## config.mk

```make
export PLATFORM = sky130hd
export DESIGN_NAME = ctc_divider
export DESIGN_NICKNAME = d
export VERILOG_FILES = /design/src/hdl/ctc_pkg.sv /design/src/hdl/ctc_divider.sv
export SDC_FILE = /design/constraint.sdc
export NUM_CORES = 1
export LEC_CHECK = 0
export BUFFER_PORTS_ARGS = -buffer_cell sky130_fd_sc_hd__buf_2
export CELL_PAD_IN_SITES_DETAIL_PLACEMENT = 2
export CELL_PAD_IN_SITES_GLOBAL_PLACEMENT = 2
export CORE_ASPECT_RATIO = 1.1
export CORE_MARGIN = 5
export CORE_UTILIZATION = 30
export CTS_BUF_LIST = sky130_fd_sc_hd__clkbuf_4 sky130_fd_sc_hd__clkbuf_8
export CTS_CLUSTER_SIZE = 12
export DETAILED_ROUTE_END_ITERATION = 16
export PLACE_DENSITY_LB_ADDON = 0.1
export SLEW_MARGIN = 15
export SYNTH_ARGS = -nofsm -noshare
export SYNTH_HDL_FRONTEND = slang
export SYNTH_SLANG_ARGS = --single-unit
```

## constraint.sdc

```tcl
create_clock -name clk -period 7.9 [get_ports clk]
set_clock_uncertainty 0.15 [all_clocks]
set_input_delay 0.395 -clock clk [delete_from_list [all_inputs] [get_ports clk]]
set_output_delay 0.395 -clock clk [all_outputs]
set_load 0.02 [all_outputs]
```

## src/hdl/ctc_pkg.sv

```systemverilog
`timescale 1ns / 1ps
`default_nettype none
// ----------------------------------------------------------------------------
// ctc_pkg
// Types, constants and altitude-banded threshold tables shared by the
// collision threat classifier.
// ----------------------------------------------------------------------------
package ctc_pkg;

	localparam int DEFAULT_SLOTS = 16;

	// shared divider geometry
	localparam int NW         = 52;   // dividend magnitude bits
	localparam int DW         = 32;   // divisor magnitude bits
	localparam int QW         = 42;   // quotient bits
	localparam int QSAT_BITS  = 16;   // quotient bits of a saturating divide
	localparam int QFULL_BITS = 42;   // quotient bits of a full divide
	localparam int CNT_W      = 6;

	localparam logic [15:0] TAU_SAT = 16'hFFFF;

	localparam logic signed [17:0] CLAMP_LIMIT = 18'sd3500;
	localparam logic signed [17:0] GAUGE_MAX   = 18'sd4000;

	localparam logic CFG_PROX_RANGE = 1'b0;
	localparam logic CFG_PROX_ALT   = 1'b1;

	typedef enum logic [1:0] {
		CLS_NONE = 2'd0,
		CLS_PROX = 2'd1,
		CLS_TA   = 2'd2,
		CLS_RA   = 2'd3
	} class_t;

	typedef enum logic [1:0] {
		SENSE_NONE = 2'd0,
		SENSE_UP   = 2'd1,
		SENSE_DOWN = 2'd2
	} sense_t;

	typedef enum logic [1:0] {
		DIV_IDLE,
		DIV_CHECK,
		DIV_RUN
	} div_state_t;

	typedef enum logic [4:0] {
		ST_IDLE,
		ST_PREP,
		ST_VT_GO,
		ST_VT_WAIT,
		ST_TA_GO,
		ST_TA_WAIT,
		ST_RA_GO,
		ST_RA_WAIT,
		ST_CLASS,
		ST_CI_MUL,
		ST_CI_GO,
		ST_CI_WAIT,
		ST_CO_MUL,
		ST_CO_GO,
		ST_CO_WAIT,
		ST_V1,
		ST_V2,
		ST_V_GO,
		ST_V_WAIT,
		ST_DONE
	} state_t;

	function automatic logic [2:0] alt_band(input logic signed [16:0] alt);
		if (alt < 17'sd1000) return 3'd0;
		else if (alt < 17'sd2350) return 3'd1;
		else if (alt < 17'sd5000) return 3'd2;
		else if (alt < 17'sd10000) return 3'd3;
		else if (alt < 17'sd20000) return 3'd4;
		else return 3'd5;
	endfunction

	// squared distance modifiers, (1/1024 nmi)^2
	function automatic logic [20:0] ta_dmod_sq(input logic [2:0] b);
		case (b)
			3'd0: return 21'd94249;
			3'd1: return 21'd114244;
			3'd2: return 21'd242064;
			3'd3: return 21'd589824;
			3'd4: return 21'd1048576;
			default: return 21'd1771561;
		endcase
	endfunction

	function automatic logic [20:0] ra_dmod_sq(input logic [2:0] b);
		case (b)
			3'd0: return 21'd0;
			3'd1: return 21'd42025;
			3'd2: return 21'd128164;
			3'd3: return 21'd316969;
			3'd4: return 21'd670761;
			default: return 21'd1267876;
		endcase
	endfunction

	// tau thresholds in 1/16 s
	function automatic logic [9:0] ta_th(input logic [2:0] b);
		case (b)
			3'd0: return 10'd320;
			3'd1: return 10'd400;
			3'd2: return 10'd480;
			3'd3: return 10'd640;
			3'd4: return 10'd720;
			default: return 10'd768;
		endcase
	endfunction

	function automatic logic [9:0] ra_th(input logic [2:0] b);
		case (b)
			3'd0: return 10'd0;
			3'd1: return 10'd240;
			3'd2: return 10'd320;
			3'd3: return 10'd400;
			3'd4: return 10'd480;
			default: return 10'd560;
		endcase
	endfunction

	function automatic logic [17:0] ra_zthr(input logic signed [16:0] alt);
		if (alt < 17'sd5000) return 18'd300;
		else if (alt < 17'sd10000) return 18'd350;
		else if (alt < 17'sd20000) return 18'd400;
		else if (alt < 17'sd42000) return 18'd600;
		else return 18'd700;
	endfunction

	function automatic logic signed [10:0] alim_ft(input logic signed [16:0] alt);
		if (alt < 17'sd1000) return -11'sd1;
		else if (alt < 17'sd20000) return 11'sd600;
		else if (alt < 17'sd42000) return 11'sd700;
		else return 11'sd800;
	endfunction

endpackage
`default_nettype wire

```

## src/hdl/ctc_divider.sv

```systemverilog
`timescale 1ns / 1ps
`default_nettype none
// ----------------------------------------------------------------------------
// ctc_divider
// Unsigned shift-subtract divider, one quotient bit per cycle. In saturating
// mode the quotient is capped at 65535 and only 16 bits are worked out.
// ----------------------------------------------------------------------------
module ctc_divider import ctc_pkg::*; (
	input  wire logic          clk,
	input  wire logic          arst_n,
	input  wire logic          start,
	input  wire logic [NW-1:0] num,
	input  wire logic [DW-1:0] den,
	input  wire logic          sat_mode,
	output logic               done,
	output logic      [QW-1:0] quot
);
	div_state_t        state_q, state_d;
	logic [CNT_W-1:0]  cnt_q;
	logic              done_q;
	logic [NW-1:0]     n_q;
	logic [DW-1:0]     d_q;
	logic [DW-1:0]     p_q;
	logic [QW-1:0]     q_q;
	logic              sat_q;
	logic              over;
	logic [DW:0]       trial;
	logic              ge;

	assign over  = n_q >= NW'({d_q, QSAT_BITS'(0)});
	assign trial = {p_q, n_q[NW-1]};
	assign ge    = trial >= {1'b0, d_q};

	always_comb begin
		state_d = state_q;
		case (state_q)
			DIV_IDLE:  if (start) state_d = DIV_CHECK;
			DIV_CHECK: state_d = (sat_q && over) ? DIV_IDLE : DIV_RUN;
			DIV_RUN:   if (cnt_q == CNT_W'(1)) state_d = DIV_IDLE;
			default:   state_d = DIV_IDLE;
		endcase
	end

	always_ff @(posedge clk or negedge arst_n) begin
		if (!arst_n) begin
			state_q <= DIV_IDLE;
			cnt_q   <= '0;
			done_q  <= 1'b0;
		end else begin
			state_q <= state_d;
			done_q  <= (state_q == DIV_CHECK && sat_q && over) ||
			           (state_q == DIV_RUN && cnt_q == CNT_W'(1));
			if (state_q == DIV_CHECK)
				cnt_q <= sat_q ? CNT_W'(QSAT_BITS) : CNT_W'(QFULL_BITS);
			else if (state_q == DIV_RUN)
				cnt_q <= cnt_q - CNT_W'(1);
		end
	end

	always_ff @(posedge clk) begin
		case (state_q)
			DIV_IDLE: begin
				if (start) begin
					n_q   <= num;
					d_q   <= den;
					sat_q <= sat_mode;
				end
			end
			DIV_CHECK: begin
				if (sat_q && over) begin
					q_q <= QW'(TAU_SAT);
				end else begin
					// top bits go straight to the partial remainder, the rest shift in
					p_q <= sat_q ? DW'(n_q >> QSAT_BITS) : DW'(n_q >> QFULL_BITS);
					n_q <= sat_q ? (n_q << (NW - QSAT_BITS)) : (n_q << (NW - QFULL_BITS));
					q_q <= '0;
				end
			end
			DIV_RUN: begin
				p_q <= ge ? DW'(trial - {1'b0, d_q}) : DW'(trial);
				n_q <= n_q << 1;
				q_q <= {q_q[QW-2:0], ge};
			end
			default: begin
			end
		endcase
	end

	assign done = done_q;
	assign quot = q_q;

endmodule
`default_nettype wire

```

# Word-level counts from Yosys, hierarchy flattened
# Index checks and enable logic that the tools add are counted.
[classes] eq_ne=6 reduce_logical=12 addsub=2 mux=17 n_lt_le_gt_ge=2
[op_table] cell="$mux W52" n=3
[op_table] cell="$pmux W52 S3" n=1
[op_table] cell="$mux W32" n=3
[op_table] cell="$pmux W42 S2" n=1
[op_table] cell="$pmux W32 S2" n=1
[op_table] cell="$ge A52 B48 Y1" n=1
[op_table] cell="$ge A33 B32 Y1" n=1
[op_table] cell="$sub A32 B32 Y32" n=1
[op_table] cell="$mux W6" n=3
[op_table] cell="$mux W16" n=1
[op_table] cell="$eq A6 B1 Y1 const B" n=1
[op_table] cell="$mux W2" n=3
[op_table] cell="$pmux W2 S3" n=1
[op_table] cell="$reduce_and A2 Y1" n=3
[op_table] cell="$sub A6 B1 Y6 const B" n=1
[op_table] cell="$logic_and A1 B1 Y1" n=4
[op_table] cell="$ne A2 B2 Y1 const B" n=2
[op_table] cell="$reduce_and A3 Y1" n=1
[op_table] cell="$reduce_bool A3 Y1" n=1
[op_table] cell="$eq A2 B1 Y1 const B" n=1
[op_table] cell="$eq A2 B2 Y1 const B" n=1
[op_table] cell="$logic_not A2 Y1" n=1
[op_table] cell="$ne A2 B1 Y1 const B" n=1
[op_table] cell="$reduce_bool A2 Y1" n=1
[op_table] cell="$logic_or A1 B1 Y1" n=1
[word_totals] reg_bits=168 in_bits=88 wordCells=47 output_inout_bits=43

# Longest topological paths before layout
[depth] depth_word=4 ltp_mapped=14 ltp_nobuf=12

# Least setup slack after synthesis
# OpenSTA, ideal clock, no wires.
[synth_timing] path_type="flip-flop to flip-flop" start="register n_q[41]" end="register n_q[0], enable pin" t_required_ns=7.224 arrival_time_ns=5.414 stages_incl_launch_ff=9 period_less_slack_ns=6.090 slack_ns=1.810 setup_time_ns=0.526 path_buffers=0 path_cell_list="edfxtp_1 ha_1 a21o_1 a21o_1 a21oi_1 nor2_1 a2111oi_0 o21ai_0 nor3_1"
[synth_between] elab_chain_cells=4
[synth_rtl] item="start: declaration" line="ctc_divider.sv:21" source="logic [NW-1:0] n_q;"
[synth_rtl] item="start signal: assignment" line="ctc_divider.sv:64" source="n_q <= num;"
[synth_rtl] item="start signal: assignment" line="ctc_divider.sv:75" source="n_q <= sat_q ? (n_q << (NW - QSAT_BITS)) : (n_q << (NW - QFULL_BITS));"
[synth_rtl] item="start signal: assignment" line="ctc_divider.sv:81" source="n_q <= n_q << 1;"
[synth_rtl] item="$ge A52 B48 Y1" line="ctc_divider.sv:30" source="assign over = n_q >= NW'({d_q, QSAT_BITS'(0)});"
[synth_rtl] item="$logic_and A1 B1 Y1" line="ctc_divider.sv:70" source="if (sat_q && over) begin"
[synth_rtl] item="$ne A2 B2 Y1 (no source line)"
[synth_rtl] item="$reduce_and A3 Y1 (no source line)"
# No other way between the ends.
# A chain may end at the register's enable or synchronous reset.

# Worst setup path in the final report
[layout_timing] start="register p_q[22]" end="register p_q[31], data pin"
[layout_between] elab_chain_cells=3 elab_cells_between_ends=4 classes_between="1 x add/sub; 1 x order compare; 2 x mux"
[layout_rtl] item="start: declaration" line="ctc_divider.sv:23" source="logic [DW-1:0] p_q;"
[layout_rtl] item="start signal: assignment" line="ctc_divider.sv:74" source="p_q <= sat_q ? DW'(n_q >> QSAT_BITS) : DW'(n_q >> QFULL_BITS);"
[layout_rtl] item="start signal: assignment" line="ctc_divider.sv:80" source="p_q <= ge ? DW'(trial - {1'b0, d_q}) : DW'(trial);"
[layout_rtl] item="$sub A32 B32 Y32 or $ge A33 B32 Y1 (tied branches)" line="ctc_divider.sv:80, ctc_divider.sv:32"
[layout_rtl] item="$mux W32 (*)" line="ctc_divider.sv:80"
[layout_rtl] item="$pmux W32 S2 (*)" line="ctc_divider.sv:61" source="case (state_q)"
# Every way passes the cells marked *; elsewhere a longest branch is shown, timed or not.

==> qor.csv <==
stage,metric,value,unit
floorplanning,core outline area,0.03319,sq mm
clock_network,Worst-path clk slew,0.11,ns
finish,number of diodes added for antenna fixing,0,
place,dpl cell area,0.01109,sq mm
sta,fin. max-slew vios,0,
synth,total of flip-flops plus latches after synthesis,168,
hold_path,"Endpoint, Worst Hold",n_q[28]$_DFFE_PP_,
sta,minimum clock period after layout,4.377,ns
power,Leakage,4.866,nW
synth,"area leader, netlist",edfxtp_1,
synth,"Net Count, Synth",1154,
hold_path,number of cells on the worst hold path,3,
setup_path,Setup Crit Path Kind,reg -> reg,
synth,Post-Syn Area,0.01004,sq mm
synth,post-synthesis async set-or-reset flop share,5.357,%
sta,unrepaired setup endpoints after global routing,false,
sta,Slew @ Worst Pin,1.050,ns
floorplanning,height of the die,201.9,microns
setup_path,register-to-register setup slack,3.52,ns
finish,Layout Cells excl Fill,1576,
synth,Netlist cell types,57,
place,Cell Count Post-Placement,1510,
setup_path,worst flop-to-flop path endpoint,p_q[31]$_DFFE_PP_,
route,post-detailed-route wirelength per cell,21.87,microns
clock_network,clock buffers created by TritonCTS,17,
setup_path,endpoint type of the worst setup path,register,
synth,largest cells by area after synthesis,"edfxtp_1 (48%), ha_1 (8.7%), nor2_1 (4.4%)",
place,final weighted congestion in routability-driven placement,0.7589,
place,post-placement worst setup slack,3.466,ns
power,Design Power,6.013,mW
run_status,run status,"finished, final reports clean",
clock_network,number of buffers inserted by hold repair at cts,34,
global_routing,number of antenna violations at the first check in global routing,0,
place,port bufs,130,
setup_path,cell depth of the worst flop-to-flop path,10,
clock_network,CTS H-tree lvls,4,
finish,total area of multi-input combinational cells,0.004604,sq mm
route,highest layer used for signal routing,met4,
route,WL met1,16020,microns
sta,final hold violation count,0,
route,Antenna Violating Nets Remaining,0,
setup_path,Crit Path Max Fanout,38,
route,count of unresolved DRC violations after routing,0,
finish,sequential cell area,0.005000,sq mm
synth,portion of the post-synthesis area used by sequential elements,49.80,%
finish,Final #Nets,1290,
global_routing,gr ovfl total,0,
floorplanning,top-level port count,131,
sta,worst max-slew margin expressed relative to the limit,30.03,%
clock_network,buffer levels on the longest clock path,2,
finish,count of fill cells added during filler insertion,3682,
global_routing,maximum number of pins on one net before global-route repair,94,
finish,layout cells sized above 1,16.00,%
setup_path,Worst Path Required,8.00,ns
clock_network,"Setup Fix Bufs, Post-CTS",0,
setup_path,Worst R2R Start,p_q[22]$_DFFE_PP_,
power,Worst IR Drop VDD,0.2183,mV
clock_network,total of cells resized after clock tree synthesis,0,
synth,number of enable flip-flop cells after synthesis,159,
sta,total of endpoints with negative setup slack in the final report,0,
sta,Fmax,0.2285,GHz
route,number of DRC markers in iteration 0,437,
synth,synthesized area per cell,10.09,sq um
route,vias,8246,
hold_path,launch instance of the worst min-delay path,num[28],
route,iteration count of the initial detailed-routing pass,5,
clock_network,Clk Tree Root Cell,clkbuf_8,
route,via density per instance,5.232,
floorplanning,starting utilization of the core area,30.25,%
route,total wire length after detailed routing,34470,microns
clock_network,Clock Latency Late Sink,0.50,ns
floorplanning,num rows,70,
global_routing,wire length of the first global-routing pass,52890,microns
route,routed length on met2,17140,microns
floorplanning,width of the die,184.4,microns
sta,Final TNS setup,0,ns
hold_path,Hold Crit Class,in -> reg,
setup_path,critical path startpoint category,register,
setup_path,Arrival @ worst endpoint,4.48,ns
clock_network,number of clock sinks,168,
sta,portion of the clock cycle consumed by the worst path in the final layout,55.41,%
synth,dominant register cell in the synthesized netlist,edfxtp_1,
synth,Yosys warning count,0,
floorplanning,Die Footprint,0.03723,sq mm
finish,area growth from synthesis to final layout,17.95,%
job,max-cap viol count,0,
place,Detail Placement HPWL,25310,microns
synth,gate count of the mapped netlist,995,
power,pwr/cell area,507.8,mW/mm^2
synth,fraction of synthesized cell area taken by the top area cell type,47.56,%
global_routing,GRT Overall Usage,18.46,%
sta,smallest setup slack after layout,3.523,ns
finish,total non-filler cell area in the finished layout,0.01184,sq mm
route,WL met3,926,microns
clock_network,clock tree from TritonCTS,built,
global_routing,via count of the first global-routing pass,8903,
cell families after synthesis:
family                     Yosys count  share of synthesized area [%]
AOI/OAI and AO/OA                  268                          18.05
xor gates and xnor gates            26                          2.268
adders and majority gates           71                          8.923
buffers and inverters              117                          4.723
DFF                                168                          49.80
muxes                                8                         0.8599
and+or+nand+nor                    337                          15.38
Yosys cell counts (3+ instances only):
library cell,count
edfxtp_1,159
nor2_1,117
nand2_1,101
a21oi_1,76
ha_1,70
inv_1,61
a221oi_1,43
clkbuf_1,43
o21ai_0,34
and2_1,29
a21o_1,22
nand3_1,20
a31oi_1,19
a22o_1,18
xnor2_1,16
nor2b_1,14
nand4_1,12
o211ai_1,11
a211oi_1,10
xor2_1,10
dfrtp_1,9
nand2b_1,9
nor3_1,8
and3_1,7
o21a_1,7
nor4_1,5
a32oi_1,4
buf_2,4
buf_4,4
o21ai_1,4
o21bai_1,4
or4_1,4
mux2_1,3
mux2i_1,3
o31ai_1,3
or3_1,3
cell usage in the layout, fill, tap and decap left out, types with 5 or more instances in the layout:
master / n
edfxtp_1: 159
xor2_1: 10
o211ai_1: 11
nand3_1: 20
a21oi_1: 76
ha_1: 68
xnor2_1: 16
buf_2: 130
a22o_1: 18
a21o_1: 22
dlygate4sd3_1: 34
nand4_1: 12
dfrtp_1: 9
nor4_1: 5
o21a_1: 7
o21ai_0: 34
buf_4: 8
nor2_1: 115
a31oi_1: 19
and3_1: 7
clkbuf_8: 17
a221oi_1: 43
nor2b_1: 13
and2_1: 28
nand2_1: 101
nor3_1: 7
nand2b_1: 9
a211oi_1: 10
inv_1: 61
worst max path at each step:
stage                      start           endpoint  slack [ns]  cells after the start
6_report       p_q[22]$_DFFE_PP_  p_q[31]$_DFFE_PP_        3.52                     10
2_1_floorplan  n_q[41]$_DFFE_PP_   n_q[0]$_DFFE_PP_        1.81                      8
3_3_place_gp   p_q[22]$_DFFE_PP_  p_q[31]$_DFFE_PP_        3.68                     10
3_5_place_dp   p_q[22]$_DFFE_PP_  p_q[31]$_DFFE_PP_        3.47                     10
5_1_grt        p_q[22]$_DFFE_PP_  p_q[28]$_DFFE_PP_        3.26                     10
4_1_cts        p_q[22]$_DFFE_PP_  p_q[31]$_DFFE_PP_        3.46                     10
per-stage QoR:
step	hold WS (ns)	util, %
3_5_place_dp	0.1137	33.40
5_1_grt	0.01762	35.67
6_report	0.03951	35.67
3_3_place_gp	0.1157	33.40
2_1_floorplan	-0.05059	-
4_1_cts	0.007262	35.67
layout make-up:
| type | instances | share of cell area (%) |
|---|---|---|
| Sequential cell | 168 | 42.22 |
| Clock inverter | 14 | 1.448 |
| Timing Repair Buffer | 172 | 8.876 |
| Multi-Input combinational cell | 710 | 38.88 |
| Tap cell | 432 | 4.565 |
| Inverter | 62 | 1.965 |
| Clock buffer | 18 | 2.039 |
critical path, cell delays in order (launching register included):
cell and delay, ns:
edfxtp_1 0.41, ha_1 0.51, nand4_1 0.18, or4_1 0.52
or4_1 0.42, o2111ai_1 0.14, a311o_1 0.15, a311o_2 0.75
inv_2 0.46, a32oi_1 0.30, o21ai_0 0.12
where the power goes:
part	switching (mW)	leakage [nW]	internal (mW)
sequential	0.433	1.68	1.68
combinational	2.09	2.99	1.13
clock	0.370	0.200	0.319
sequential cells by signal, indices dropped and copies added, names as in the netlist:
name and flops:
state_q 2, d_q 32, done 1, sat_q 1, cnt_q 6, n_q 52, quot 42, p_q 32
per-layer routing:
layer / track usage (%) / vias up
li1: - / 3943
met1: 24.48 / 4155
met2: 31.87 / 131
met3: 2.934 / 17
met4: 3.777 / 0
met5: 0 / -
Power figures use the tool's default switching activity.
