[src/hdl/ctc_pkg.sv]
`timescale 1ns / 1ps
`default_nettype none
// ----------------------------------------------------------------------------
// ctc_pkg
// Types, constants and altitude-banded threshold tables shared by the
// collision threat classifier.
// ----------------------------------------------------------------------------
package ctc_pkg;

	localparam int DEFAULT_SLOTS = 16;

	// shared divider geometry
	localparam int NW         = 52;   // dividend magnitude bits
	localparam int DW         = 32;   // divisor magnitude bits
	localparam int QW         = 42;   // quotient bits
	localparam int QSAT_BITS  = 16;   // quotient bits of a saturating divide
	localparam int QFULL_BITS = 42;   // quotient bits of a full divide
	localparam int CNT_W      = 6;

	localparam logic [15:0] TAU_SAT = 16'hFFFF;

	localparam logic signed [17:0] CLAMP_LIMIT = 18'sd3500;
	localparam logic signed [17:0] GAUGE_MAX   = 18'sd4000;

	localparam logic CFG_PROX_RANGE = 1'b0;
	localparam logic CFG_PROX_ALT   = 1'b1;

	typedef enum logic [1:0] {
		CLS_NONE = 2'd0,
		CLS_PROX = 2'd1,
		CLS_TA   = 2'd2,
		CLS_RA   = 2'd3
	} class_t;

	typedef enum logic [1:0] {
		SENSE_NONE = 2'd0,
		SENSE_UP   = 2'd1,
		SENSE_DOWN = 2'd2
	} sense_t;

	typedef enum logic [1:0] {
		DIV_IDLE,
		DIV_CHECK,
		DIV_RUN
	} div_state_t;

	typedef enum logic [4:0] {
		ST_IDLE,
		ST_PREP,
		ST_VT_GO,
		ST_VT_WAIT,
		ST_TA_GO,
		ST_TA_WAIT,
		ST_RA_GO,
		ST_RA_WAIT,
		ST_CLASS,
		ST_CI_MUL,
		ST_CI_GO,
		ST_CI_WAIT,
		ST_CO_MUL,
		ST_CO_GO,
		ST_CO_WAIT,
		ST_V1,
		ST_V2,
		ST_V_GO,
		ST_V_WAIT,
		ST_DONE
	} state_t;

	function automatic logic [2:0] alt_band(input logic signed [16:0] alt);
		if (alt < 17'sd1000) return 3'd0;
		else if (alt < 17'sd2350) return 3'd1;
		else if (alt < 17'sd5000) return 3'd2;
		else if (alt < 17'sd10000) return 3'd3;
		else if (alt < 17'sd20000) return 3'd4;
		else return 3'd5;
	endfunction

	// squared distance modifiers, (1/1024 nmi)^2
	function automatic logic [20:0] ta_dmod_sq(input logic [2:0] b);
		case (b)
			3'd0: return 21'd94249;
			3'd1: return 21'd114244;
			3'd2: return 21'd242064;
			3'd3: return 21'd589824;
			3'd4: return 21'd1048576;
			default: return 21'd1771561;
		endcase
	endfunction

	function automatic logic [20:0] ra_dmod_sq(input logic [2:0] b);
		case (b)
			3'd0: return 21'd0;
			3'd1: return 21'd42025;
			3'd2: return 21'd128164;
			3'd3: return 21'd316969;
			3'd4: return 21'd670761;
			default: return 21'd1267876;
		endcase
	endfunction

	// tau thresholds in 1/16 s
	function automatic logic [9:0] ta_th(input logic [2:0] b);
		case (b)
			3'd0: return 10'd320;
			3'd1: return 10'd400;
			3'd2: return 10'd480;
			3'd3: return 10'd640;
			3'd4: return 10'd720;
			default: return 10'd768;
		endcase
	endfunction

	function automatic logic [9:0] ra_th(input logic [2:0] b);
		case (b)
			3'd0: return 10'd0;
			3'd1: return 10'd240;
			3'd2: return 10'd320;
			3'd3: return 10'd400;
			3'd4: return 10'd480;
			default: return 10'd560;
		endcase
	endfunction

	function automatic logic [17:0] ra_zthr(input logic signed [16:0] alt);
		if (alt < 17'sd5000) return 18'd300;
		else if (alt < 17'sd10000) return 18'd350;
		else if (alt < 17'sd20000) return 18'd400;
		else if (alt < 17'sd42000) return 18'd600;
		else return 18'd700;
	endfunction

	function automatic logic signed [10:0] alim_ft(input logic signed [16:0] alt);
		if (alt < 17'sd1000) return -11'sd1;
		else if (alt < 17'sd20000) return 11'sd600;
		else if (alt < 17'sd42000) return 11'sd700;
		else return 11'sd800;
	endfunction

endpackage
`default_nettype wire

[src/hdl/ctc_class_mem.sv]
`timescale 1ns / 1ps
`default_nettype none
// ----------------------------------------------------------------------------
// ctc_class_mem
// Per-slot threat class store: synchronous RAM with registered read and a
// valid bit per slot so that unwritten slots read as non-threat.
// ----------------------------------------------------------------------------
module ctc_class_mem import ctc_pkg::*; #(
	parameter int SLOTS = DEFAULT_SLOTS
) (
	input  wire logic                                 clk,
	input  wire logic                                 arst_n,
	input  wire logic                                 rd_en,
	input  wire logic [(SLOTS > 1 ? $clog2(SLOTS) : 1)-1:0] rd_addr,
	output logic      [1:0]                           rd_data,
	input  wire logic                                 wr_en,
	input  wire logic [(SLOTS > 1 ? $clog2(SLOTS) : 1)-1:0] wr_addr,
	input  wire logic [1:0]                           wr_data
);
	logic [1:0]       mem [SLOTS];
	logic [SLOTS-1:0] vld_q;
	logic [1:0]       rdata_q;
	logic             rvld_q;

	always_ff @(posedge clk) begin
		if (wr_en) mem[wr_addr] <= wr_data;
		if (rd_en) rdata_q <= mem[rd_addr];
	end

	always_ff @(posedge clk or negedge arst_n) begin
		if (!arst_n) begin
			vld_q  <= '0;
			rvld_q <= 1'b0;
		end else begin
			if (wr_en) vld_q[wr_addr] <= 1'b1;
			if (rd_en) rvld_q <= vld_q[rd_addr];
		end
	end

	assign rd_data = rvld_q ? rdata_q : 2'd0;

endmodule
`default_nettype wire

[config.mk]
export PLATFORM = sky130hd
export DESIGN_NAME = ctc_class_mem
export DESIGN_NICKNAME = d
export VERILOG_FILES = /design/src/hdl/ctc_pkg.sv /design/src/hdl/ctc_class_mem.sv
export SDC_FILE = /design/constraint.sdc
export NUM_CORES = 1
export LEC_CHECK = 0
export ABC_AREA = 1
export CAP_MARGIN = 20
export CORE_AREA = 2 2 78 80
export DETAILED_ROUTE_END_ITERATION = 6
export DIE_AREA = 0 0 80 82
export DONT_BUFFER_PORTS = 1
export GPL_ROUTABILITY_DRIVEN = 0
export PLACE_DENSITY = 0.59
export SLEW_MARGIN = 20
export SYNTH_ARGS = -nofsm -noshare
export SYNTH_HDL_FRONTEND = slang
export SYNTH_SLANG_ARGS = --single-unit
export TNS_END_PERCENT = 30
[constraint.sdc]
create_clock -name clk -period 1 [get_ports clk]
set_input_delay 0.1 -clock clk [delete_from_list [all_inputs] [get_ports clk]]
set_output_delay 0.1 -clock clk [all_outputs]
set_load 0.02 [all_outputs]
* Word level (Yosys, flattened, before mapping)
Memory sizes are Yosys's and may differ from the RTL's. A register that Yosys moved wholly into a read port is not among the register bits.
Cells that the tools add are included.
** Cells by class
- $add $sub $neg :: 0
- Multipliers :: 0
- Mux-type cells :: 7
- Magnitude comparators :: 3
- Bitwise gates (word level) :: 1
- Shift-type cells :: 0
- Equality and inequality tests :: 0
- Div/mod/pow operators :: 0
- Reductions and logical operators :: 1
** Operators by type and width (count)
- 16-bit OR :: 1
- 4-bit by 5-bit less-than comparator with 1-bit output (second input constant) :: 2
- 1-bit binary-select mux with 4-bit select :: 1
- 1-bit demux with 4-bit select :: 1
- 4-bit by 1-bit greater-or-equal comparator with 1-bit output (second input constant) :: 1
- 1-bit 2-to-1 mux :: 4
- 2-bit 2-to-1 mux :: 1
- 1-bit logical AND :: 1
** Word-level totals
- Word-level logic and storage cells :: 15
- Memory bits (writable) :: 32
- Bits in latches :: 0
- Bits of input ports :: 14
- Output and inout bits :: 2
- Memories kept :: 1
- Flip-flop bits (word level) :: 17
- Bits in read-only memories :: 0
** Memories
- mem :: words 16, bits a word 2, rd ports 1, clocked after Yosys merged registers in 1, write ports 1, RTL line ctc_class_mem.sv:20 : logic [1:0] mem [SLOTS];

* Depth between registers and ports, before layout
Gate-level depths: netlist (run 1).
- Word-level depth :: 5
- Gate-level depth with buffers :: 10
- Depth with buffers taken out :: 9

* Worst setup path before layout (run 1)
Ideal clock, no wire load.
- Path type :: reg-to-reg
- Start :: mem mem[5][0]
- End :: reg rdata_q[0] (read register of mem) (data pin)
- Library setup time :: 0.253 ns
- Buffers on the path :: 0
- Period minus slack after synthesis :: 1.011 ns
- Required time :: 0.747 ns
- Data arrival time :: 0.758 ns
- Cell stages (with the launch flop) :: 7
- Slack :: -0.011 ns
- Cells stage by stage :: edfxtp_1 nor2_2 nor2_1 o21ai_1 o211ai_1 nand3_1 nand2_1
** RTL lines
- start, declared :: RTL line ctc_class_mem.sv:20
- end, declared :: RTL line ctc_class_mem.sv:22 : logic [1:0] rdata_q;

==> key figures, run 1 <==
Run status
  – Status: complete, but fails checks
  – Failing checks: negative hold slack, negative setup slack

Detailed routing
  – Routed vias: 1392
  – Pre-antenna DRT Iters: 4
  – Final ANT Viol Nets: 0
  – DRC errors left: 0
  – Vias per cell: 4.87
  – Met3 wire length: 227 microns
  – Routed WL per cell: 15.4 microns
  – WL final: 4.42 mm
  – WL met1: 2.12 mm
  – WL met2: 2.01 mm
  – Top layer reached by signal wires: met4
  – Initial DRC count: 74

Placed design
  – Placed cells: 272
  – Dpl hpwl: 2.88 mm
  – PortBufs: 0

Global route
  – Largest net degree at the start of global routing: 26
  – Vias in the first global route: 1359
  – Initial antenna violation count: 0
  – Grt ovf: 0
  – Gr usage total: 15.2%
  – Global-route wire length before repair: 7.17 mm

Clock network
  – H-tree levels: 2
  – CTS buffer count: 5
  – CTS clock-pin slew for the worst setup and hold paths: 90 ps
  – Clock tree from TritonCTS: built
  – Worst-skew pair later-pin latency: 290 ps
  – Longest Clk Path Bufs: 2
  – Clock root cell: clkbuf_8
  – Num Clock Sinks: 51

Worst setup path
  – WP data required: 1060 ps
  – CP Launch Type: flip-flop
  – Worst-path maximum fanout: 1
  – Reg2reg end: rdata_q[1]
  – Worst path arrival time: 1170 ps
  – Critical Path Sink Type: flip-flop
  – Worst R2R Path Depth: 6
  – Reg-to-reg slack, setup: -120 ps
  – Crit Path Class: reg2reg
  – RR Startpoint: mem[5][1]

STA
  – Final hold violations: 17
  – Hold Slack: -24.0 ps
  – Period utilization: 112%
  – Final worst path period need: 1120 ps
  – Fin. max-slew vios: 0
  – Rel. slew slack: 42.9%
  – Worst-Margin Slew: 857 ps
  – Clock Skews: 6.44 ps
  – Final Setup Violations: 2
  – Final worst setup slack: -115 ps
  – Max Clock Freq: 897 MHz
  – RSZ-0062 raised after global routing: true

Synthesis
  – Synth Instances: 199
  – Post-synthesis mux area share: 0%
  – Simple-gate share of the synthesized area: 22.9%
  – Adder-Cell Fraction of Synth Area: 0%
  – Mean Syn Cell Area: 10.9 sq um
  – Synth unique cells: 18
  – Post-Synth XOR/XNOR Area: 0%
  – Syn Nets: 213
  – FF+latch count, synth: 51
  – Post-synthesis cell area: 2160 sq um
  – Synth Area in Compound Gates: 6.48%
  – Largest family of logic cells by synthesized area: simple AND/OR/NAND/NOR gates
  – Warnings from Yosys: 0
  – Register area share after synthesis: 66.9%

Pwr
  – Internal: 3090 uW
  – P per Cell Area: 1670 nW/um^2
  – Sw power: 913 uW
  – Clock network fraction of total power: 27.4%
  – Overall Power: 4010 uW
  – Logic pwr share: 10.7%
  – Share of power burned in registers: 61.8%
  – Peak VDD IR: 0.733 mV
  – Pleak: 0.000906 uW
  – Switching fraction of total power: 22.8%

Die
  – Rows: 28
  – Chip Height: 82 microns
  – Initial core utilization: 37.7%
  – Top Ports: 16
  – Die width: 80 microns
  – Die area: 6560 sq um
  – Core Footprint: 5750 sq um

Cells and area
  – Number of fill cells: 570
  – Final non-filler cell total: 286
  – Ant. Diodes: 0
  – Share of layout cells above drive strength 1: 18.0%
  – Layout area overhead: 11.0%
  – Nets@finish: 224

Job
  – Max-cap violations: 0

Hold path
  – Hold/Removal Path Class: in2async
## synthesized netlist by cell type, drive strengths merged
cell     n  share of area [%]
nor2    41                7.8
edfxtp  34                 47
nand2   33                5.8
dfrtp   17                 20
nand3   17                3.9
o21ai   16                3.7
or2     16                4.6
inv      9                1.6
o211ai   8                2.8
buf      5                2.0
nand3b   2               0.69
clkbuf   1               0.23
## placed cells by master, fill, tap and decap left out
cell             n
nor2_1          34
edfxtp_1        34
nand2_1         32
dfrtp_1         17
nand3_1         16
or2_2           16
o21ai_0         11
o211ai_1         8
nor2_2           7
inv_1            6
o21ai_1          5
clkbuf_8         5
buf_4            4
inv_2            3
dlygate4sd3_1    3
nand3b_1         2
clkinv_1         2
dlymetal6s4s_1   2
nand2_2          1
nand3_2          1
clkbuf_1         1
buf_12           1
## final cells by class
type | count | area (sq um) | area share [%]
Sequential cell | 51 | 1450 | 60.2
Multi-Input combinational cell | 133 | 643 | 26.8
Timing Repair Buffer | 10 | 105 | 4.38
Tap cell | 75 | 93.8 | 3.91
Clock buffer | 6 | 72.6 | 3.02
Inverter | 9 | 33.8 | 1.41
Clock inverter | 2 | 7.51 | 0.313
## critical path, cell delays in order (launching register included)
cell      delay, ps
edfxtp_1        390
nor2_2           90
nor2_1           40
o21ai_1          70
o211ai_1        120
nand3_1         110
nand2_1          60
## logic make-up (layout without fill, tap and decap cells)
family / count (synthesis) / count (layout)
AOI/OAI and AO/OA: 24 / 24
buffers and inverters: 15 / 27
DFF: 51 / 51
and+or+nand+nor: 109 / 109
## worst max path at each step
stage	from	to	slack, ps
floorplan	mem[1][1]	rdata_q[1]	-5
global placement	mem[5][1]	rdata_q[1]	-110
detailed placement	mem[1][1]	rdata_q[1]	-110
CTS	mem[5][1]	rdata_q[1]	-110
global route	mem[5][1]	rdata_q[1]	-210
finish	mem[5][1]	rdata_q[1]	-120
## flip-flops by register name (all words and copies together) (netlist names)
name,flops
rvld_q,1
rdata_q,2
vld_q,16
mem,32
## per-layer routing
metal / global-route usage [%] / vias up
met3: 4.18 / 6
met4: 5.08 / 0
met2: 22.8 / 33
met5: 0 / -
met1: 21.3 / 659
li1: - / 694
## stage by stage
| step | TNS [ps] | worst slack (ps) | cell area [sq um] | utilization [%] |
|---|---|---|---|---|
| 4_1_cts | -265 | -111 | 2380 | 41.5 |
| 3_3_place_gp | -213 | -109 | 2250 | 39.2 |
| 2_1_floorplan | -5.26 | -5.26 | 2160 | - |
| 3_5_place_dp | -188 | -107 | 2250 | 39.2 |
| 6_report | -202 | -115 | 2400 | 41.8 |
| 5_1_grt | -496 | -207 | 2400 | 41.8 |
## power by group through the flow
stage,clock network (uW),logic (uW),registers (uW)
6_report,1100,430,2480
5_1_grt,1220,489,2500
4_1_cts,1120,419,2480
3_5_place_dp,0,365,2530
3_3_place_gp,0,361,2520
2_1_floorplan,0,317,2500
## repair_timing
item                                   4_1_cts  5_1_grt
setup buffers                                0        1
pin swaps                                    2        2
endpoints found under the hold margin       52        0
resized for setup                            0        7
hold buffers                                 5        0
setup endpoints to repair                    2       38
No activity file was read; power rests on OpenSTA's default activity.
==> run 2, diff against run 1 <==
--- a/config.mk
+++ b/config.mk
@@ -8,6 +8,7 @@
 export ABC_AREA = 1
 export CAP_MARGIN = 20
 export CORE_AREA = 2 2 78 80
+export CTS_BUF_LIST = sky130_fd_sc_hd__clkbuf_16
 export DETAILED_ROUTE_END_ITERATION = 6
 export DIE_AREA = 0 0 80 82
 export DONT_BUFFER_PORTS = 1
==> run 2 against run 1 <==
Largest power group unchanged. Global-route usage hardly changed. Cell area is 1.5% higher. Fmax is 1.4% higher. Sequential power hardly changed. The flow still finishes with violations (negative hold slack, negative setup slack). Combinational power is 4% lower. Count of clock-buffer cells in the layout is 1 lower. Worst setup slack better by 16 ps. Hold slack better by 14 ps. Largest cell class unchanged.
==> key figures, run 2 (synthesis gave the netlist of run 1 again) <==
STA
  – Final hold violations: 17
  – RSZ-0062 raised after global routing: true
  – Final worst path period need: 1100 ps
  – Rel. slew slack: 43.5%
  – Clock Skews: 4.33 ps
  – Max Clock Freq: 909 MHz
  – Final setup TNS: -178 ps
  – Period utilization: 110%
  – Worst-Margin Slew: 848 ps
  – Final worst setup slack: -99.7 ps
  – Final Setup Violations: 2
  – Fin. max-slew vios: 0
  – Hold Slack: -10.5 ps

Pwr
  – P per Cell Area: 1830 nW/um^2
  – Peak VDD IR: 0.840 mV
  – Pleak: 0.000936 uW
  – Overall Power: 4470 uW

Clock network
  – H-tree levels: 2
  – Num Clock Sinks: 51
  – Clock root cell: clkbuf_16
  – CTS buffer count: 5
  – Worst-skew pair later-pin latency: 280 ps
  – Clock tree from TritonCTS: built
  – Longest Clk Path Bufs: 2
  – CTS clock-pin slew for the worst setup and hold paths: 60 ps
  – Post-CTS Repair Setup Buffers: 0

Die
  – Die area: 6560 sq um
  – Rows: 28
  – Core Footprint: 5750 sq um
  – Initial core utilization: 37.7%
  – Die width: 80 microns
  – Top Ports: 16
  – Chip Height: 82 microns

Cells and area
  – Nets@finish: 222
  – Layout area overhead: 12.7%
  – Max FFs per register: 32
  – Regs by FF count: mem: 32 flops, vld_q: 16 flops, rdata_q: 2 flops
  – Share of layout cells above drive strength 1: 16.7%
  – Most frequent cells in the layout: nor2_1 (34), edfxtp_1 (34), nand2_1 (32)
  – Biggest register: mem
  – Final non-filler cell total: 284
  – Post-layout util: 42.4%
  – Ant. Diodes: 0

Worst setup path
  – Worst-path maximum fanout: 1
  – CP peak stage delay: 380 ps
  – Worst path cell trace: nor2_2 > nor2_1 > o21ai_1 > o211ai_1 > nand3_1 > nand2_1
  – Critical Path Sink Type: flip-flop
  – CP Launch Type: flip-flop
  – WP data required: 1040 ps
  – Critical-path top delay cell: edfxtp_1
  – Crit Path Class: reg2reg
  – CP delay by family, top: flip-flops
  – Worst path arrival time: 1140 ps
  – CP bufs+invs: 0

Detailed routing
  – Routed vias: 1402
  – Initial DRC count: 63
  – WL final: 4.36 mm
  – Pre-antenna DRT Iters: 4
  – DRC errors left: 0
  – Final ANT Viol Nets: 0
  – Vias per cell: 4.94
  – Routed WL per cell: 15.4 microns

Global route
  – Global-route wire length before repair: 7.20 mm
  – Initial antenna violation count: 0
  – Vias in the first global route: 1366
  – Largest net degree at the start of global routing: 26
  – Grt ovf: 0
  – Gr usage total: 15.2%

Placed design
  – Dpl hpwl: 2.88 mm
  – PortBufs: 0
  – Placed cells: 272

Job
  – Max-cap violations: 0

Hold path
  – Hold/Removal Path Class: in2async

Run status
  – Status: complete, but fails checks
  – Failing checks: negative hold slack, negative setup slack
run 2: per-layer routing:
metal	part of all wire [%]	GRT usage, %	wire [microns]	up-vias
li1	-	-	-	690
met1	44	21.0	1930	675
met3	5.7	4.07	247	6
met2	48	22.8	2110	31
met5	0	0	0	-
met4	1.6	6.10	69	0
run 2: repair_timing:
item	CTS	global route
resized for setup	0	6
hold buffers	4	0
setup endpoints to repair	2	45
pin swaps	2	1
endpoints found under the hold margin	52	0
gates cloned	0	0
run 2: worst paths after layout:
| path | from | end | slack, ps | depth (start not counted) |
|---|---|---|---|---|
| hold / removal | arst_n | vld_q[14] | -10 | 1 |
| setup / recovery | mem[1][1] | rdata_q[1] | -100 | 6 |
| setup reg to reg | mem[1][1] | rdata_q[1] | -100 | 6 |
| max in group asynchronous | arst_n | vld_q[0] | 480 | 1 |
| min in group clk | rd_addr[3] | rvld_q | 20 | 4 |
| hold reg to reg | vld_q[9] | vld_q[9] | 470 | 1 |
run 2: where the power goes:
group | internal [uW] | total, uW | switching, uW
Clock | 900 | 1570 | 672
Combinational | 191 | 414 | 222
Sequential | 2410 | 2480 | 65.7
Total | 3510 | 4470 | 959
run 2: layout make-up:
cell class,instances,area [sq um]
Clock inverter,3,11.3
Sequential cell,51,1450
Clock buffer,5,125
Inverter,9,33.8
Fill cell,566,3310
Timing Repair Buffer,8,90.1
Tap cell,75,93.8
Multi-Input combinational cell,133,638
run 2: metrics by stage:
| stage | setup slack (ps) | area, sq um |
|---|---|---|
| 4_1_cts | -106 | 2430 |
| 3_5_place_dp | -107 | 2250 |
| 2_1_floorplan | -5.26 | 2160 |
| 3_3_place_gp | -109 | 2250 |
| 5_1_grt | -209 | 2440 |
| 6_report | -99.7 | 2440 |
==> run 3, diff against run 2 <==
==> constraint.sdc (replaced) <==
create_clock -name clk -period 1 [get_ports clk]
set_input_delay 0.2 -clock clk [delete_from_list [all_inputs] [get_ports clk]]
set_output_delay 0.2 -clock clk [all_outputs]
set_load 0.02 [all_outputs]
==> run 3 against run 2 <==
The flow finishes with violations (negative setup slack). Flip-flop and latch count unchanged. Register-to-register slack about the same. Combinational power decreased by 9.9%. Clock power about the same. Highest routed layer unchanged. Fmax increased by 1.2%. Core utilization decreased by 1.2 points. Cell count decreased by 2.1%. Critical path type unchanged. Power decreased by 0.72%. First-iteration DRC count increased by 98%.
==> key figures, run 3 (synthesis gave the netlist of run 1 again) <==
Detailed routing
  – DRC errors left: 0
  – Routed vias: 1353
  – Vias per cell: 4.87
  – WL final: 4.46 mm
  – Pre-antenna DRT Iters: 4
  – Initial DRC count: 125
  – Final ANT Viol Nets: 0
  – Routed WL per cell: 16.0 microns

Worst setup path
  – Worst-path maximum fanout: 1
  – WP data required: 1050 ps
  – CP Launch Type: flip-flop
  – RR Startpoint: mem[5][0]
  – Reg2reg end: rdata_q[0]
  – Worst path arrival time: 1130 ps
  – Worst R2R Path Depth: 6
  – Critical Path Sink Type: flip-flop
  – CP Launch Point: mem[5][0]
  – Reg-to-reg slack, setup: -90 ps
  – Crit Path Class: reg2reg

Hold path
  – Hold Path End: mem[10][0]
  – Hold Path Origin: wr_data[0]
  – Hold/Removal Path Class: in2reg
  – Min-Delay Path Depth: 0

Cells and area
  – Regs by FF count: mem: 32 flops, vld_q: 16 flops, rdata_q: 2 flops
  – Biggest register: mem
  – Ant. Diodes: 0
  – Nets@finish: 216
  – Layout area overhead: 9.66%
  – Share of layout cells above drive strength 1: 16.3%
  – Design Area, Final: 2370 sq um
  – Commonest non-fill, non-tap cell in the layout: nor2_1
  – Most frequent cells in the layout: nor2_1 (35), edfxtp_1 (34), nand2_1 (32)
  – Max FFs per register: 32
  – Post-layout util: 41.3%

Pwr
  – Internal: 3490 uW
  – Clock network fraction of total power: 35.7%
  – Logic pwr share: 8.4%
  – Pleak: 0.000891 uW
  – Sw power: 944 uW
  – Peak VDD IR: 0.654 mV
  – P per Cell Area: 1870 nW/um^2
  – Overall Power: 4430 uW
  – Switching fraction of total power: 21.3%
  – Share of power burned in registers: 55.9%

Run status
  – Failing checks: negative setup slack
  – Status: complete, but fails checks

STA
  – Final hold violations: 0
  – Period utilization: 109%
  – Clock Skews: 7.27 ps
  – Max Clock Freq: 920 MHz
  – Fin. max-slew vios: 0
  – Worst-Margin Slew: 862 ps
  – Rel. slew slack: 42.5%
  – Final worst setup slack: -86.6 ps
  – Final setup TNS: -238 ps
  – Final Setup Violations: 5
  – Final worst path period need: 1090 ps
  – RSZ-0062 raised after global routing: true

Die
  – Die area: 6560 sq um
  – Core Footprint: 5750 sq um
  – Die width: 80 microns
  – Rows: 28
  – Initial core utilization: 37.7%
  – Top Ports: 16
  – Chip Height: 82 microns

Clock network
  – Longest Clk Path Bufs: 2
  – Num Clock Sinks: 51
  – Post-CTS Repair Setup Buffers: 0
  – CTS buffer count: 5
  – Clock tree from TritonCTS: built
  – Worst-skew pair later-pin latency: 290 ps
  – Clock root cell: clkbuf_16
  – H-tree levels: 2
  – CTS clock-pin slew for the worst setup and hold paths: 70 ps

Job
  – Max-cap violations: 0

Placed design
  – Dpl hpwl: 2.95 mm
  – Placed Area: 2220 sq um
  – Dpl ws: -114 ps
  – PortBufs: 0

Global route
  – Grt ovf: 0
  – Global-route wire length before repair: 7.02 mm
  – Initial antenna violation count: 0
  – Gr usage total: 14.5%
  – Vias in the first global route: 1337
  – Largest net degree at the start of global routing: 26
run 3: worst max path at each step:
stage                 end  cells past startpoint  slack, ps
6_report       rdata_q[0]                      6        -90
5_1_grt        rdata_q[0]                      6       -190
4_1_cts        rdata_q[0]                      6       -100
3_5_place_dp   rdata_q[0]                      6       -110
3_3_place_gp   rdata_q[0]                      6       -110
2_1_floorplan  rdata_q[0]                      8         -2
run 3: layout make-up:
cell class	instances	area [sq um]
multi-input combinational	133	636
timing repair buffer	2	20.0
clock inverter	3	12.5
tap	75	93.8
fill	563	3370
inverter	9	38.8
sequential	51	1450
clock buffer	5	125
run 3: what timing repair did:
action                                 in CTS  in global routing
resized for setup                           4                  1
setup endpoints to repair                   5                 22
endpoints found under the hold margin      17                  0
pin swaps                                   4                  4
hold buffers                                1                  0
run 3: routing by layer:
layer	wire length [microns]	part of all wire (%)	vias up	GRT usage [%]
met2	2100	47	29	22.6
met1	2050	46	643	19.9
li1	-	-	674	-
met5	0	0	-	0
met3	224	5.0	7	2.86
met4	89	2.0	0	6.44
run 3: worst max-delay path: stages, from the launching register on:
cell and delay [ps]:
edfxtp_1 380, nor2_2 90, nor2_1 40, o21ai_1 70, o211ai_1 120, nand3_1 100
nand2_1 50
run 3: per-stage QoR:
stage                     hold slack, ps  cells
after global routing                2.90    278
after detailed placement           -95.1    269
final                               9.52    278
after CTS                           6.78    278
after floorplan                    -95.6    199
after global placement             -95.1    269
run 3: power groups by stage:
| stage | clock network, uW | logic (uW) | registers (uW) |
|---|---|---|---|
| finish | 1580 | 373 | 2480 |
| global route | 1680 | 426 | 2500 |
| CTS | 1610 | 379 | 2480 |
| detailed placement | 0 | 356 | 2520 |
| global placement | 0 | 351 | 2520 |
| floorplan | 0 | 318 | 2500 |
